$ cat src/hw/rtl/ps2mc_pkg.sv
// Shared constants and types for the PS/2 mouse packet cursor block.
package ps2mc_pkg;

  // Default coordinate width; bounds run up to 2**COORD_BITS.
  localparam int COORD_BITS_DEF = 12;

  // Configuration port.
  localparam int CFG_INDEX_W = 2;
  localparam int CFG_DATA_W  = 13;

  localparam logic [CFG_INDEX_W-1:0] REG_SCREEN_WIDTH  = 2'd0;
  localparam logic [CFG_INDEX_W-1:0] REG_SCREEN_HEIGHT = 2'd1;

  // Bounds after reset.
  localparam int WIDTH_RESET  = 1024;
  localparam int HEIGHT_RESET = 768;

  // Header byte fields.
  localparam int         HDR_SYNC_BIT  = 3;
  localparam logic [7:0] HDR_OVERFLOW  = 8'hC0;
  localparam int         BUTTONS_W     = 3;

  // Position of the next byte within a packet.
  localparam logic [1:0] POS_HEADER = 2'd0;
  localparam logic [1:0] POS_XDELTA = 2'd1;
  localparam logic [1:0] POS_YDELTA = 2'd2;

  // Per-beat status flags.
  typedef struct packed {
    logic packet_done;
    logic motion_dropped;
    logic byte_skipped;
  } beat_flags_t;

endpackage

$ cat src/hw/rtl/ps2_mouse_packet_cursor.sv
// Top level of the PS/2 mouse packet decoder with a clamped screen cursor.
//
// Usage: feed the bytes received on the mouse auxiliary port, one per beat, on
// the in_ channel. Every input beat produces exactly one out_ beat carrying the
// cursor position, the held buttons and three status flags: the beat ended a
// three-byte packet, that packet's motion was dropped for overflow, or the byte
// was thrown away because it could not be a header (sync bit clear).
// The cfg_ channel writes the screen width (index 0) or height (index 1); any
// write to either recenters the cursor. cfg_ready is always high. Writes are
// expected only while no byte is in flight.
// A byte accepted on in_ is held in the input register, then the decode and
// cursor clamp land in the result register, which drives out_valid.
// Throughput is one byte per cycle while the receiver keeps up; the input
// register accepts a new beat while a finished result waits at the output.
// When the receiver stalls, the result register holds and the input register
// fills, after which in_ready drops until the output drains. Reset (synchronous,
// active low) restores 1024 by 768 bounds, centers the cursor, clears the
// buttons and restarts packet alignment.
module ps2_mouse_packet_cursor
  import ps2mc_pkg::*;
#(
  parameter int COORD_BITS = COORD_BITS_DEF
) (
  input  logic                   clk,
  input  logic                   rst_n,
  // Input byte channel.
  input  logic                   in_valid,
  output logic                   in_ready,
  input  logic [7:0]             in_aux_byte,
  // Result channel.
  output logic                   out_valid,
  input  logic                   out_ready,
  output logic [COORD_BITS-1:0]  out_pos_x,
  output logic [COORD_BITS-1:0]  out_pos_y,
  output logic [BUTTONS_W-1:0]   out_button_bits,
  output logic                   out_packet_done,
  output logic                   out_motion_dropped,
  output logic                   out_byte_skipped,
  // Configuration write channel.
  input  logic                   cfg_valid,
  output logic                   cfg_ready,
  input  logic [CFG_INDEX_W-1:0] cfg_index,
  input  logic [CFG_DATA_W-1:0]  cfg_data
);

  // Input register stage.
  logic       s1_valid_r, s1_valid_nxt;
  logic [7:0] s1_byte_r;

  // Result register stage.
  logic                  out_valid_r, out_valid_nxt;
  logic [COORD_BITS-1:0] out_x_r;
  logic [COORD_BITS-1:0] out_y_r;
  logic [BUTTONS_W-1:0]  out_btn_r;
  beat_flags_t           out_flags_r;

  // Decode results for the byte in the input register.
  logic [COORD_BITS-1:0] pos_x_nxt;
  logic [COORD_BITS-1:0] pos_y_nxt;
  logic [BUTTONS_W-1:0]  buttons_nxt;
  beat_flags_t           flags_nxt;

  logic [COORD_BITS:0] width;
  logic [COORD_BITS:0] height;
  logic                recenter;
  logic                advance;
  logic                in_fire;

  // The byte in the input register moves on when the result slot is free or
  // its current beat is being taken this cycle.
  assign advance   = s1_valid_r && (!out_valid_r || out_ready);
  assign in_ready  = !s1_valid_r || advance;
  assign in_fire   = in_valid && in_ready;
  assign cfg_ready = 1'b1;

  always_comb begin
    s1_valid_nxt = in_fire || (s1_valid_r && !advance);
    if (advance) begin
      out_valid_nxt = 1'b1;
    end else if (out_ready) begin
      out_valid_nxt = 1'b0;
    end else begin
      out_valid_nxt = out_valid_r;
    end
  end

  ps2mc_bounds #(
    .COORD_BITS(COORD_BITS)
  ) u_bounds (
    .clk        (clk),
    .rst_n      (rst_n),
    .cfg_fire   (cfg_valid && cfg_ready),
    .cfg_index  (cfg_index),
    .cfg_data   (cfg_data),
    .width_r    (width),
    .height_r   (height),
    .recenter_r (recenter)
  );

  ps2mc_track #(
    .COORD_BITS(COORD_BITS)
  ) u_track (
    .clk         (clk),
    .rst_n       (rst_n),
    .fire        (advance),
    .aux_byte    (s1_byte_r),
    .width       (width),
    .height      (height),
    .recenter    (recenter),
    .pos_x_nxt   (pos_x_nxt),
    .pos_y_nxt   (pos_y_nxt),
    .buttons_nxt (buttons_nxt),
    .flags_nxt   (flags_nxt)
  );

  always_ff @(posedge clk) begin
    if (!rst_n) begin
      s1_valid_r  <= 1'b0;
      out_valid_r <= 1'b0;
    end else begin
      s1_valid_r  <= s1_valid_nxt;
      out_valid_r <= out_valid_nxt;
    end
  end

  // Payload registers carry no reset.
  always_ff @(posedge clk) begin
    if (in_fire) begin
      s1_byte_r <= in_aux_byte;
    end
    if (advance) begin
      out_x_r     <= pos_x_nxt;
      out_y_r     <= pos_y_nxt;
      out_btn_r   <= buttons_nxt;
      out_flags_r <= flags_nxt;
    end
  end

  assign out_valid          = out_valid_r;
  assign out_pos_x          = out_x_r;
  assign out_pos_y          = out_y_r;
  assign out_button_bits    = out_btn_r;
  assign out_packet_done    = out_flags_r.packet_done;
  assign out_motion_dropped = out_flags_r.motion_dropped;
  assign out_byte_skipped   = out_flags_r.byte_skipped;

endmodule

$ cat src/hw/rtl/ps2mc_bounds.sv
// Screen bound registers with saturation and the recenter strobe.
module ps2mc_bounds
  import ps2mc_pkg::*;
#(
  parameter int COORD_BITS = COORD_BITS_DEF
) (
  input  logic                   clk,
  input  logic                   rst_n,
  input  logic                   cfg_fire,
  input  logic [CFG_INDEX_W-1:0] cfg_index,
  input  logic [CFG_DATA_W-1:0]  cfg_data,
  output logic [COORD_BITS:0]    width_r,
  output logic [COORD_BITS:0]    height_r,
  output logic                   recenter_r
);

  localparam int BW = COORD_BITS + 1;
  localparam int CW = (BW > CFG_DATA_W) ? BW : CFG_DATA_W;
  localparam int BOUND_MAX_I = 2 ** COORD_BITS;
  localparam int W_RST = (WIDTH_RESET > BOUND_MAX_I) ? BOUND_MAX_I : WIDTH_RESET;
  localparam int H_RST = (HEIGHT_RESET > BOUND_MAX_I) ? BOUND_MAX_I : HEIGHT_RESET;
  localparam logic [CW-1:0] BOUND_MAX = CW'(BOUND_MAX_I);

  logic [CW-1:0] data_ext;
  logic [CW-1:0] data_sat;
  logic          data_zero;
  logic [BW-1:0] width_nxt;
  logic [BW-1:0] height_nxt;
  logic          recenter_nxt;

  always_comb begin
    data_ext     = CW'(cfg_data);
    data_sat     = (data_ext > BOUND_MAX) ? BOUND_MAX : data_ext;
    data_zero    = (cfg_data == '0);
    width_nxt    = width_r;
    height_nxt   = height_r;
    recenter_nxt = 1'b0;
    if (cfg_fire) begin
      case (cfg_index)
        REG_SCREEN_WIDTH: begin
          if (!data_zero) width_nxt = BW'(data_sat);
          recenter_nxt = 1'b1;
        end
        REG_SCREEN_HEIGHT: begin
          if (!data_zero) height_nxt = BW'(data_sat);
          recenter_nxt = 1'b1;
        end
        default: recenter_nxt = 1'b0;
      endcase
    end
  end

  always_ff @(posedge clk) begin
    if (!rst_n) begin
      width_r    <= BW'(W_RST);
      height_r   <= BW'(H_RST);
      recenter_r <= 1'b0;
    end else begin
      width_r    <= width_nxt;
      height_r   <= height_nxt;
      recenter_r <= recenter_nxt;
    end
  end

endmodule

$ cat src/hw/rtl/ps2mc_track.sv
// Packet assembly state and clamped cursor update for one byte.
module ps2mc_track
  import ps2mc_pkg::*;
#(
  parameter int COORD_BITS = COORD_BITS_DEF
) (
  input  logic                  clk,
  input  logic                  rst_n,
  input  logic                  fire,
  input  logic [7:0]            aux_byte,
  input  logic [COORD_BITS:0]   width,
  input  logic [COORD_BITS:0]   height,
  input  logic                  recenter,
  output logic [COORD_BITS-1:0] pos_x_nxt,
  output logic [COORD_BITS-1:0] pos_y_nxt,
  output logic [BUTTONS_W-1:0]  buttons_nxt,
  output beat_flags_t           flags_nxt
);

  localparam int SW = COORD_BITS + 2;
  localparam int BOUND_MAX_I = 2 ** COORD_BITS;
  localparam int W_RST = (WIDTH_RESET > BOUND_MAX_I) ? BOUND_MAX_I : WIDTH_RESET;
  localparam int H_RST = (HEIGHT_RESET > BOUND_MAX_I) ? BOUND_MAX_I : HEIGHT_RESET;

  logic [1:0]            pos_r,    pos_nxt;
  logic [7:0]            hdr_r,    hdr_nxt;
  logic [7:0]            xd_r,     xd_nxt;
  logic [COORD_BITS-1:0] col_r;
  logic [COORD_BITS-1:0] row_r;
  logic [BUTTONS_W-1:0]  btn_r;

  logic signed [SW-1:0]  dx;
  logic signed [SW-1:0]  dy;
  logic [COORD_BITS-1:0] col_mv;
  logic [COORD_BITS-1:0] row_mv;

  function automatic logic [COORD_BITS-1:0] clamp_axis(
    input logic [COORD_BITS-1:0] cur,
    input logic signed [SW-1:0]  delta,
    input logic [COORD_BITS:0]   bound
  );
    logic signed [SW-1:0] sum;
    logic signed [SW-1:0] lim;
    logic [COORD_BITS:0]  top;
    sum = $signed({2'b00, cur}) + delta;
    lim = $signed({1'b0, bound});
    top = bound - 1'b1;
    if (sum < 0) begin
      clamp_axis = '0;
    end else if (sum >= lim) begin
      clamp_axis = top[COORD_BITS-1:0];
    end else begin
      clamp_axis = sum[COORD_BITS-1:0];
    end
  endfunction

  always_comb begin
    // Deltas are doubled; Y is negated since screen rows grow downward.
    dx     = SW'($signed(xd_r)) <<< 1;
    dy     = -(SW'($signed(aux_byte)) <<< 1);
    col_mv = clamp_axis(col_r, dx, width);
    row_mv = clamp_axis(row_r, dy, height);

    pos_nxt     = pos_r;
    hdr_nxt     = hdr_r;
    xd_nxt      = xd_r;
    pos_x_nxt   = col_r;
    pos_y_nxt   = row_r;
    buttons_nxt = btn_r;
    flags_nxt   = '0;

    case (pos_r)
      POS_XDELTA: begin
        xd_nxt  = aux_byte;
        pos_nxt = POS_YDELTA;
      end
      POS_YDELTA: begin
        pos_nxt               = POS_HEADER;
        flags_nxt.packet_done = 1'b1;
        buttons_nxt           = hdr_r[BUTTONS_W-1:0];
        if ((hdr_r & HDR_OVERFLOW) != '0) begin
          flags_nxt.motion_dropped = 1'b1;
        end else begin
          pos_x_nxt = col_mv;
          pos_y_nxt = row_mv;
        end
      end
      default: begin
        // A header without the sync bit is discarded to regain alignment.
        if (!aux_byte[HDR_SYNC_BIT]) begin
          flags_nxt.byte_skipped = 1'b1;
          pos_nxt                = POS_HEADER;
        end else begin
          hdr_nxt = aux_byte;
          pos_nxt = POS_XDELTA;
        end
      end
    endcase
  end

  always_ff @(posedge clk) begin
    if (!rst_n) begin
      pos_r <= POS_HEADER;
      hdr_r <= '0;
      xd_r  <= '0;
      col_r <= COORD_BITS'(W_RST / 2);
      row_r <= COORD_BITS'(H_RST / 2);
      btn_r <= '0;
    end else if (recenter) begin
      col_r <= COORD_BITS'(width >> 1);
      row_r <= COORD_BITS'(height >> 1);
    end else if (fire) begin
      pos_r <= pos_nxt;
      hdr_r <= hdr_nxt;
      xd_r  <= xd_nxt;
      col_r <= pos_x_nxt;
      row_r <= pos_y_nxt;
      btn_r <= buttons_nxt;
    end
  end

endmodule

$ cat config.mk
export PLATFORM = sky130hd
export DESIGN_NAME = ps2_mouse_packet_cursor
export DESIGN_NICKNAME = d
export VERILOG_FILES = /design/src/hw/rtl/ps2mc_pkg.sv /design/src/hw/rtl/ps2_mouse_packet_cursor.sv /design/src/hw/rtl/ps2mc_bounds.sv /design/src/hw/rtl/ps2mc_track.sv
export SDC_FILE = /design/constraint.sdc
export NUM_CORES = 1
export LEC_CHECK = 0
export CAP_MARGIN = 20
export CORE_ASPECT_RATIO = 0.7
export CORE_UTILIZATION = 40
export CTS_CLUSTER_SIZE = 8
export DETAILED_ROUTE_END_ITERATION = 8
export DONT_BUFFER_PORTS = 1
export REMOVE_ABC_BUFFERS = 1
export SLEW_MARGIN = 30
export SYNTH_ARGS = -nofsm -noshare
export SYNTH_HDL_FRONTEND = slang
export SYNTH_SLANG_ARGS = --single-unit
$ cat constraint.sdc
create_clock -name clk -period 5.5 [get_ports clk]
set_input_delay 1.1 -clock clk [delete_from_list [all_inputs] [get_ports clk]]
set_output_delay 1.1 -clock clk [all_outputs]
set_load 0.1 [all_outputs]
==> impl_metrics.json <==
{
  "fmax_ghz": 0.227,
  "end_kind": "flip-flop",
  "cts_hold_buf": 0,
  "cts_resized": 0,
  "firstDrtPassIters": 8,
  "grt-ovfl-total": 0,
  "period_share": 0.801,
  "clock_latency_ns": 0.36,
  "yosysWarnings": 0,
  "synth_top_area_cell": "dfxtp_1",
  "final_common_cell": "nand2_1",
  "grtUsageTotal": 0.213,
  "vias": 5710,
  "antenna_found_initial": 0,
  "die_area_mm2": 0.0181,
  "start_kind": "flip-flop",
  "switchingPower_mw": 0.647,
  "ys_seq_area_frac": 0.365,
  "total_power_mw": 2.00,
  "r2r.worst_path.cells": 15,
  "viasPerCell": 5.67,
  "violations": "DRC",
  "clkTransAtPathRegs_ns": 0.08,
  "die_w_um": 160,
  "layout-drive-gt1-share": 0.0657,
  "nets": 855,
  "critPathLaunch": "s1_byte_r[0]",
  "hpwl_mm": 13.4,
  "gp_congestion": 0.832,
  "grt_pass1_wl_mm": 29.7,
  "slew_viol_final": 0,
  "swShare": 0.323,
  "grt_pass1_vias": 5256,
  "numCtsBuffers": 9,
  "syn_avg_cell_area_um2": 8.88,
  "required_ns": 5.59,
  "cts_tree": "done",
  "core.rowCount": 40,
  "pre_cts_slack_ns": 1.28,
  "final_core_util": 0.439,
  "async_flop_share": 0,
  "num_antenna_cells": 0,
  "netlist_area_mm2": 0.00702,
  "fin_tns_setup_ns": 0,
  "timing.final.ws_setup_ns": 1.10,
  "cts_setup_buffers": 0,
  "synth_enable_flop_cells": 38,
  "slowest_delay_ns": 0.43,
  "layout_common_cells": "nand2_1 (80), dfxtp_1 (71), inv_1 (58), ha_1 (54), o21ai_0 (52)",
  "coreArea_mm2": 0.0172,
  "r2r_start": "s1_byte_r[0]",
  "worstMarginPinSlew_ns": 0.978,
  "grt_max_degree": 80,
  "path_delay_family": "compound AO/OA/AOI/OAI gates",
  "die_h_um": 113,
  "critical_path_class": "reg -> reg",
  "finalClockSkew_ns": 0.0124,
  "status": "complete, but fails checks",
  "wl_per_cell_um": 18.7,
  "ctsHtreeMaxLevel": 3,
  "ys.flop_type": "dfxtp_1",
  "antenna_left": 0,
  "synth_top_area_frac": 0.202,
  "io_pins": 61,
  "critPathArrivalTime_ns": 4.50,
  "numPortBuffers": 0,
  "cts_root_buf": "clkbuf_16",
  "clock-sinks": 109,
  "p_per_area_mw_per_mm2": 266,
  "start_util": 0.409,
  "hold_viol": 0,
  "ys_types": 73,
  "synthCells": 791,
  "rsz0062_at_grt": "false",
  "cp_num_buf_inv": 0,
  "worst_path_max_delay_cell": "edfxtp_1",
  "drt_iter0_markers": 428,
  "ir_drop_uv": 154,
  "finalNonFillerCells": 1007,
  "drc": 1,
  "cap_viol_max_count": 0,
  "hold_class": "reg -> reg",
  "path_cells": "ha_1 -> fa_1 -> nor2b_1 -> o2111ai_1 -> nand3_1 -> nand2_1 -> xnor2_1 -> ha_1 -> a21oi_1 -> o21ai_0 -> nor3_1 -> a211o_1 -> nand2_1 -> o2111ai_1 -> o21ai_0",
  "syn_to_final_growth_pct": 7.41,
  "worst-path-stages": 15,
  "cp_max_fo": 17,
  "setup_viol": 0,
  "maxSlewHeadroom": 0.349,
  "dp.cells": 991,
  "routed_wl_mm": 18.8,
  "min_period_ns": 4.40,
  "netlist_top_cells_area": "dfxtp_1 (20%), edfxtp_1 (16%), ha_1 (9.6%)",
  "ys_seq_elements": 109,
  "crit_path_end": "out_pos_y[11]",
  "p_leak_nw": 2.91,
  "r2r_slack_ns": 1.10,
  "comb_power_share": 0.169,
  "internal_power_mw": 1.36,
  "r2r-end": "out_pos_y[11]",
  "cts_max_path_buffers": 2,
  "p_clk_frac": 0.354,
  "sequentialPowerShare": 0.477
}
[logic make-up after synthesis]
| kind of cell | Yosys count | synth area share |
|---|---|---|
| simple gates | 252 | 0.190 |
| compound gates | 208 | 0.197 |
| flops | 109 | 0.365 |
| buf+inv | 99 | 0.0558 |
| fa+ha+maj | 56 | 0.102 |
| mux | 34 | 0.0497 |
| xor+xnor | 32 | 0.0399 |
| other cells | 1 | 0.000534 |
[layout make-up]
cell class,instances,area (um^2)
clock buffers,9,225
repair buffers,9,67.6
well taps,231,289
inverters,59,221
fillers,1718,9620
multi-input cells,583,4080
flip-flops and latches,109,2560
clock inverters,7,95.1
[worst register-to-register path: cells and delay by family, from the launching register on]
kind,cells,cell delay (ns)
AO/OA/AOI/OAI,6,1.26
AND/OR/NAND/NOR,5,1.23
adder cells (fa/ha/maj),3,0.96
flip-flops,1,0.43
XOR/XNOR,1,0.24
[flip-flops by register name, summed over array words and instances, names as in the netlist, 8 cells and up]
register / cells
u_bounds.height_r: 13
u_bounds.width_r: 13
u_track.row_r: 12
out_pos_x: 12
out_pos_y: 12
s1_byte_r: 8
u_track.xd_r: 8
u_track.col_r: 12
[worst min path at each step]
stage / slack (ns) / startpoint / cells after the start / end
global placement: 0.45 / u_track.btn_r[1] / 2 / u_track.btn_r[1]
floorplan: 0.44 / u_track.btn_r[0] / 2 / u_track.btn_r[0]
detailed placement: 0.46 / u_track.btn_r[0] / 2 / u_track.btn_r[0]
global route: 0.51 / u_track.btn_r[0] / 2 / u_track.btn_r[0]
finish: 0.47 / u_track.btn_r[0] / 2 / u_track.btn_r[0]
CTS: 0.47 / u_track.btn_r[0] / 2 / u_track.btn_r[0]
[cells in the mapped netlist, types with 3 or more instances]
cell,number
o31ai_1,7
o22ai_1,3
nand2b_1,3
buf_4,3
a21boi_0,12
clkbuf_1,30
ha_1,54
o21ai_0,53
nand2_1,81
mux2i_1,30
nor2_1,27
and3_1,13
o2111ai_1,24
nor3_1,14
nor4_1,8
buf_2,7
nand3_1,23
nor2b_1,51
o21a_1,7
mux2_2,3
edfxtp_1,38
a31oi_1,8
inv_1,58
xor2_1,5
xnor2_1,27
nand4_1,6
dfxtp_1,71
o211ai_1,12
a21oi_1,49
and2_1,4
a41oi_1,7
[metal layers]
layer	GRT usage	vias up	share of wire
li1	-	2828	-
met1	0.319	2671	0.52
met4	0.0330	0	0.0090
met5	0	-	0
met2	0.290	197	0.38
met3	0.0803	14	0.088
[through the flow]
step | instance area (um^2) | hold slack [ns]
6_report | 7540 | 0.469
3_3_place_gp | 7210 | 0.451
4_1_cts | 7540 | 0.469
5_1_grt | 7540 | 0.506
3_5_place_dp | 7220 | 0.457
2_1_floorplan | 6850 | 0.441
[power by group through the flow]
stage / combinational [mW] / sequential (mW) / clock [mW]
3_3_place_gp: 0.327 / 0.974 / 0
4_1_cts: 0.333 / 0.956 / 0.723
3_5_place_dp: 0.331 / 0.974 / 0
5_1_grt: 0.377 / 0.960 / 0.754
6_report: 0.339 / 0.956 / 0.709
2_1_floorplan: 0.246 / 0.967 / 0
Power figures use the tool's default switching activity.
